**src/hdl/rbp_pkg.sv**
```systemverilog
// Shared constants, types and saturating fixed-point functions of the Boris pusher.
`timescale 1ns / 1ps

package rbp_pkg;

    localparam int W = 32;
    localparam int F = 16;

    localparam int IN_BITS  = ((10 * W) + 7) / 8 * 8;
    localparam int OUT_RAW  = 6 * W - 1;
    localparam int OUT_BITS = (OUT_RAW + 7) / 8 * 8;
    localparam int OUT_PAD  = OUT_BITS - OUT_RAW;

    localparam int DW       = W + F;
    localparam int DIV_LAT  = DW + 2;
    localparam int RDW      = W - 1 + F;
    localparam int RW2      = (RDW + 1) / 2 * 2;
    localparam int NR       = RW2 / 2;
    localparam int RMW      = NR + 3;
    localparam int SQRT_LAT = NR + 2;
    localparam int NST      = 15;

    typedef logic signed [W-1:0] word_t;
    typedef logic [1:0] cfg_idx_t;

    localparam cfg_idx_t REG_QM     = 2'd0;
    localparam cfg_idx_t REG_HALFDT = 2'd1;
    localparam cfg_idx_t REG_DT     = 2'd2;

    localparam word_t        W_MAX = {1'b0, {(W-1){1'b1}}};
    localparam word_t        W_MIN = {1'b1, {(W-1){1'b0}}};
    localparam word_t        ONE   = (F < W - 1) ? word_t'(64'd1 << F) : W_MAX;
    localparam word_t        QM_RESET     = word_t'(-64'sd65536);
    localparam logic [W-2:0] HALFDT_RESET = (W-1)'(3277);
    localparam logic [W-2:0] DT_RESET     = (W-1)'(6554);

    typedef struct packed {
        logic  vld;
        word_t k;
        word_t x0;
        word_t sc;
        word_t [2:0] v1;
        word_t [2:0] v2;
        word_t [2:0] v3;
        word_t [5:0] v4;
        word_t [8:0] mat;
    } ctx_t;

    function automatic logic [W-1:0] fx_mag(word_t a);
        fx_mag = a[W-1] ? (~a + 1'b1) : a;
    endfunction

    function automatic word_t fx_from_mag(logic neg, logic [2*W-1:0] m);
        logic [2*W-1:0] lim;
        lim = (2*W)'(W_MAX);
        if (neg)
        begin
            if (m > lim + 1'b1)
                fx_from_mag = W_MIN;
            else
                fx_from_mag = word_t'(~m[W-1:0] + 1'b1);
        end
        else
        begin
            if (m > lim)
                fx_from_mag = W_MAX;
            else
                fx_from_mag = word_t'(m[W-1:0]);
        end
    endfunction

    function automatic word_t fx_add(word_t a, word_t b);
        logic signed [W:0] s;
        s = {a[W-1], a} + {b[W-1], b};
        if (s[W] != s[W-1])
            fx_add = s[W] ? W_MIN : W_MAX;
        else
            fx_add = s[W-1:0];
    endfunction

    function automatic word_t fx_sub(word_t a, word_t b);
        logic signed [W:0] s;
        s = {a[W-1], a} - {b[W-1], b};
        if (s[W] != s[W-1])
            fx_sub = s[W] ? W_MIN : W_MAX;
        else
            fx_sub = s[W-1:0];
    endfunction

    function automatic word_t fx_dbl(word_t a);
        fx_dbl = fx_add(a, a);
    endfunction

    function automatic word_t fx_mul(word_t a, word_t b);
        logic [2*W-1:0] p;
        p = (2*W)'(fx_mag(a)) * (2*W)'(fx_mag(b));
        fx_mul = fx_from_mag(a[W-1] ^ b[W-1], p >> F);
    endfunction

endpackage

```
**src/hdl/rbp_sqrt.sv**
```systemverilog
// Pipelined digit-by-digit square root of a fixed-point word, one root bit per stage.
`timescale 1ns / 1ps

module rbp_sqrt
(
    input  logic           clk,
    input  logic           rst_n,
    input  logic           en,
    input  rbp_pkg::word_t rad,
    output rbp_pkg::word_t root
);

    logic [rbp_pkg::RMW-1:0] rem_reg  [rbp_pkg::NR+1];
    logic [rbp_pkg::RW2-1:0] rad_reg  [rbp_pkg::NR+1];
    logic [rbp_pkg::NR-1:0]  root_reg [rbp_pkg::NR+1];

    logic [rbp_pkg::RMW-1:0] rem_next  [rbp_pkg::NR+1];
    logic [rbp_pkg::NR-1:0]  root_next [rbp_pkg::NR+1];
    logic [rbp_pkg::W-2:0]   pos;
    rbp_pkg::word_t          out_reg;

    assign pos = rad[rbp_pkg::W-1] ? '0 : rad[rbp_pkg::W-2:0];

    always_comb
    begin
        logic [rbp_pkg::RMW-1:0] r2;
        logic [rbp_pkg::RMW-1:0] trial;
        for (int i = 0; i <= rbp_pkg::NR; i++)
        begin
            rem_next[i]  = '0;
            root_next[i] = '0;
        end
        for (int i = 1; i <= rbp_pkg::NR; i++)
        begin
            r2    = {rem_reg[i-1][rbp_pkg::RMW-3:0], rad_reg[i-1][rbp_pkg::RW2-1 -: 2]};
            trial = {1'b0, root_reg[i-1], 2'b01};
            if (r2 >= trial)
            begin
                rem_next[i]  = r2 - trial;
                root_next[i] = {root_reg[i-1][rbp_pkg::NR-2:0], 1'b1};
            end
            else
            begin
                rem_next[i]  = r2;
                root_next[i] = {root_reg[i-1][rbp_pkg::NR-2:0], 1'b0};
            end
        end
    end

    always_ff @(posedge clk or negedge rst_n)
    begin
        if (!rst_n)
        begin
            for (int i = 0; i <= rbp_pkg::NR; i++)
            begin
                rem_reg[i]  <= '0;
                rad_reg[i]  <= '0;
                root_reg[i] <= '0;
            end
            out_reg <= '0;
        end
        else if (en)
        begin
            rem_reg[0]  <= '0;
            rad_reg[0]  <= rbp_pkg::RW2'(pos) << rbp_pkg::F;
            root_reg[0] <= '0;
            for (int i = 1; i <= rbp_pkg::NR; i++)
            begin
                rem_reg[i]  <= rem_next[i];
                rad_reg[i]  <= rad_reg[i-1] << 2;
                root_reg[i] <= root_next[i];
            end
            out_reg <= rbp_pkg::fx_from_mag(1'b0, (2*rbp_pkg::W)'(root_reg[rbp_pkg::NR]));
        end
    end

    assign root = out_reg;

endmodule

```
**config.mk**
```make
export PLATFORM = sky130hd
export DESIGN_NAME = rbp_sqrt
export DESIGN_NICKNAME = d
export VERILOG_FILES = /design/src/hdl/rbp_pkg.sv /design/src/hdl/rbp_sqrt.sv
export SDC_FILE = /design/constraint.sdc
export NUM_CORES = 2
export LEC_CHECK = 0
export BUFFER_PORTS_ARGS = -buffer_cell sky130_fd_sc_hd__buf_2
export CAP_MARGIN = 0
export CORE_MARGIN = 10
export CORE_UTILIZATION = 28
export DETAILED_ROUTE_END_ITERATION = 7
export HOLD_SLACK_MARGIN = 0.05
export SLEW_MARGIN = 30
export SYNTH_ARGS = -nofsm -noshare
export SYNTH_HDL_FRONTEND = slang
export SYNTH_SLANG_ARGS = --single-unit
```
**constraint.sdc**
```tcl
create_clock -name clk -period 2.9 [get_ports clk]
set_input_delay 0.145 -clock clk [delete_from_list [all_inputs] [get_ports clk]]
set_output_delay 0.145 -clock clk [all_outputs]
set_load 0.02 [all_outputs]
```
==> flow_summary.json <==
{
  "stdcell_area_um2": 75600,
  "groute.layer.met2.usage_pct": 19.2,
  "syn_inst": 6506,
  "fin_ws_ns": -0.130,
  "grt_max_degree": 185,
  "met3_usage_pct": 1.89,
  "initial_core_util_pct": 28.1,
  "grt_use_total_pct": 12.1,
  "syn2layout_area_growth_pct": 24.1,
  "cp-start-kind": "flop",
  "gp_congestion": 0.880,
  "status": "finished, violations left",
  "seqCellArea_um2": 27800,
  "totalWireLength_um": 151000,
  "syn_area_um2": 60900,
  "largest_register_ffs": 524,
  "cell_internal_pwr_uw": 46200,
  "grt_overflow_total": 0,
  "violations": "negative setup slack",
  "syn_area_per_cell_um2": 9.37,
  "required_ns": 3.51,
  "p_switching_uw": 28900,
  "nNetsFinal": 7407,
  "tightest_slew_ns": 0.832,
  "top_usage_layer": "met2",
  "cts_root_buffer": "clkbuf_16",
  "power_density_nw_per_um2": 994,
  "fillers": 21800,
  "ys_types": 100,
  "fin_crit_ns": 3.03,
  "grt_use_met1_pct": 17.0,
  "clock_latency_ns": 0.76,
  "crit_fanout": 7,
  "hp-class": "in2reg",
  "relSlewSlack_pct": 44.0,
  "die_h_um": 487,
  "drc_errors": 0,
  "ys.flop_type": "dfrtp_1",
  "sequentialPowerShare_pct": 32.1,
  "final_common_cell": "dfrtp_1",
  "grt_pass1_wl_um": 246000,
  "synth_area_leaders": "dfrtp_1 (46%), ha_1 (6.1%), mux2_2 (5.4%)",
  "multi_input_area_um2": 31900,
  "first_pass_iters": 5,
  "wire_per_inst_um": 15.0,
  "via_per_inst": 4.87,
  "grt_pass1_vias": 47800,
  "clockPowerShare_pct": 22.4,
  "tns_ns": -1.66,
  "core_area_um2": 217000,
  "dp_hpwl_um": 106000,
  "maxCapViolCount": 0,
  "cts-buffers-inserted": 130,
  "setup_viol": 33,
  "pin_count": 67,
  "hold_viol_final": 0,
  "cts_tree": "built",
  "die_x_um": 487,
  "rsz0062_at_grt": "yes",
  "critPathKind": "reg2reg",
  "swShare_pct": 38.5,
  "postPlaceCellArea_um2": 68200,
  "drtIter0Drc": 3098,
  "layout-drive-gt1-share_pct": 20.4,
  "final_cell_mix": "dfrtp_1 (1112), nor2_1 (663), nand2_1 (567)",
  "clk_pin_slew_ns": 0.07,
  "io_buffers": 58,
  "ir_drop_uv": 665,
  "cts_buffer_depth": 3,
  "p_total_uw": 75100,
  "async_flop_share_pct": 100,
  "power_leakage_uw": 0.0321,
  "die_area_um2": 237000,
  "fin_crit_sh_pct": 104,
  "synth_edf_count": 0,
  "clkSinkCount": 1112,
  "crit_arrival_ns": 3.64,
  "synth_top_area_share_pct": 45.7,
  "clock_skew_ns": 0.0329,
  "cts_max_level": 4,
  "placementRows": 171,
  "yosysTopAreaCell": "dfrtp_1",
  "yosysWarnings": 0,
  "yosysSeqAreaShare_pct": 45.7,
  "antenna_found_initial": 3,
  "vias": 48800,
  "synth_seq_cells": 1112,
  "max_freq_mhz": 330,
  "ant_nets": 0,
  "p_comb_share_pct": 45.5,
  "crit_path_end_kind": "flop",
  "diodes": 0,
  "dp_slack_ns": -0.290,
  "slew_violations": 0
}
## final timing paths
check / startpoint / endpoint / slack (ns) / cells after the start
worst max-delay path: root_reg[97]$_DFFE_PN0P_ / rem_reg[88]$_DFFE_PN0P_ / -0.13 / 15
max in group asynchronous: rst_n / rad_reg[999]$_DFFE_PN0P_ / 1.60 / 5
worst min-delay path: en / rad_reg[1150]$_DFFE_PN0P_ / 0.47 / 4
worst min register to register: rad_reg[957]$_DFFE_PN0P_ / rad_reg[911]$_DFFE_PN0P_ / 0.48 / 2
worst max register to register: root_reg[97]$_DFFE_PN0P_ / rem_reg[88]$_DFFE_PN0P_ / -0.13 / 15
min in group asynchronous: rst_n / rem_reg[574]$_DFFE_PN0P_ / 0.62 / 4
## area by class of cell
type,instances,share of cell area (%)
Timing Repair Buffer,714,8.25
Clock inverter,52,0.816
Clock buffer,179,4.99
Multi-Input combinational cell,4669,42.2
Inverter,440,2.18
Tap cell,2854,4.72
Sequential cell,1112,36.8
## stage by stage
step / std cells / hold slack, ns / util, %
2_1_floorplan: 6513 / -0.151 / -
3_3_place_gp: 9646 / 0.149 / 31.5
4_1_cts: 9966 / 0.387 / 34.1
5_1_grt: 10000 / 0.459 / 34.9
3_5_place_dp: 9646 / 0.151 / 31.5
6_report: 10000 / 0.467 / 34.9
## cell families after synthesis
logic type               count (synthesis)  synth area share (%)
multiplexers                           412                  7.37
adder cells (fa/ha/maj)                305                  6.35
buffers and inverters                  733                  4.62
flip-flops                            1112                  45.7
AO/OA/AOI/OAI                         1633                  15.9
XOR/XNOR                               332                  4.77
AND/OR/NAND/NOR                       1978                  15.3
other                                    1               0.00615
## routing by layer
| metal | up-vias | part of all wire [%] |
|---|---|---|
| li1 | 23900 | - |
| met1 | 23800 | 48 |
| met2 | 896 | 45 |
| met3 | 246 | 4.3 |
| met4 | 0 | 2.5 |
| met5 | - | 0 |
## critical path, cell delays in order, from the launching register on
cell       delay [ns]
dfrtp_1          0.39
inv_2            0.08
ha_4             0.14
inv_2            0.04
fa_2             0.36
nor2b_4          0.15
o2111ai_4        0.13
a311oi_2         0.34
buf_4            0.18
o21ai_4          0.06
a31o_4           0.23
a21o_4           0.24
buf_12           0.15
buf_12           0.13
mux2i_2          0.17
a21oi_1          0.08
## timing repair
item,CTS,global route
setup buffers,20,50
pin swaps,41,144
endpoints found under the hold margin,763,0
endpoints found under the setup margin,178,312
hold buffers,67,0
gates resized for setup,83,266
gates cloned,2,7
## power groups by stage
stage | logic (µW) | registers, µW | clock network (µW)
finish | 34200 | 24100 | 16800
CTS | 32400 | 24100 | 17300
global route | 38100 | 24700 | 18000
floorplan | 22300 | 23100 | 0
global placement | 30900 | 24200 | 0
detailed placement | 31700 | 24300 | 0
## cell usage after synthesis (13+ instances only)
cell type,count
nand3_1,88
o211ai_1,36
and2_1,21
a31oi_1,120
a211oi_1,43
ha_1,298
xnor2_1,221
nand3b_1,47
mux2_2,294
or2_2,39
or3_1,70
xor2_1,111
a21boi_0,17
o2111ai_1,13
nand4b_1,14
or4_1,35
nand2_1,584
a21oi_1,564
nand4_1,40
and3_1,33
nor3_1,124
clkbuf_1,257
mux2i_1,118
nand2b_1,31
o21bai_1,13
a21o_1,93
o31ai_1,31
nor4_1,60
a2111oi_0,15
inv_1,440
nor2_1,666
dfrtp_1,1112
nor2b_1,64
o21a_1,53
o31a_1,20
o21ai_0,495
Power figures use the tool's default switching activity.
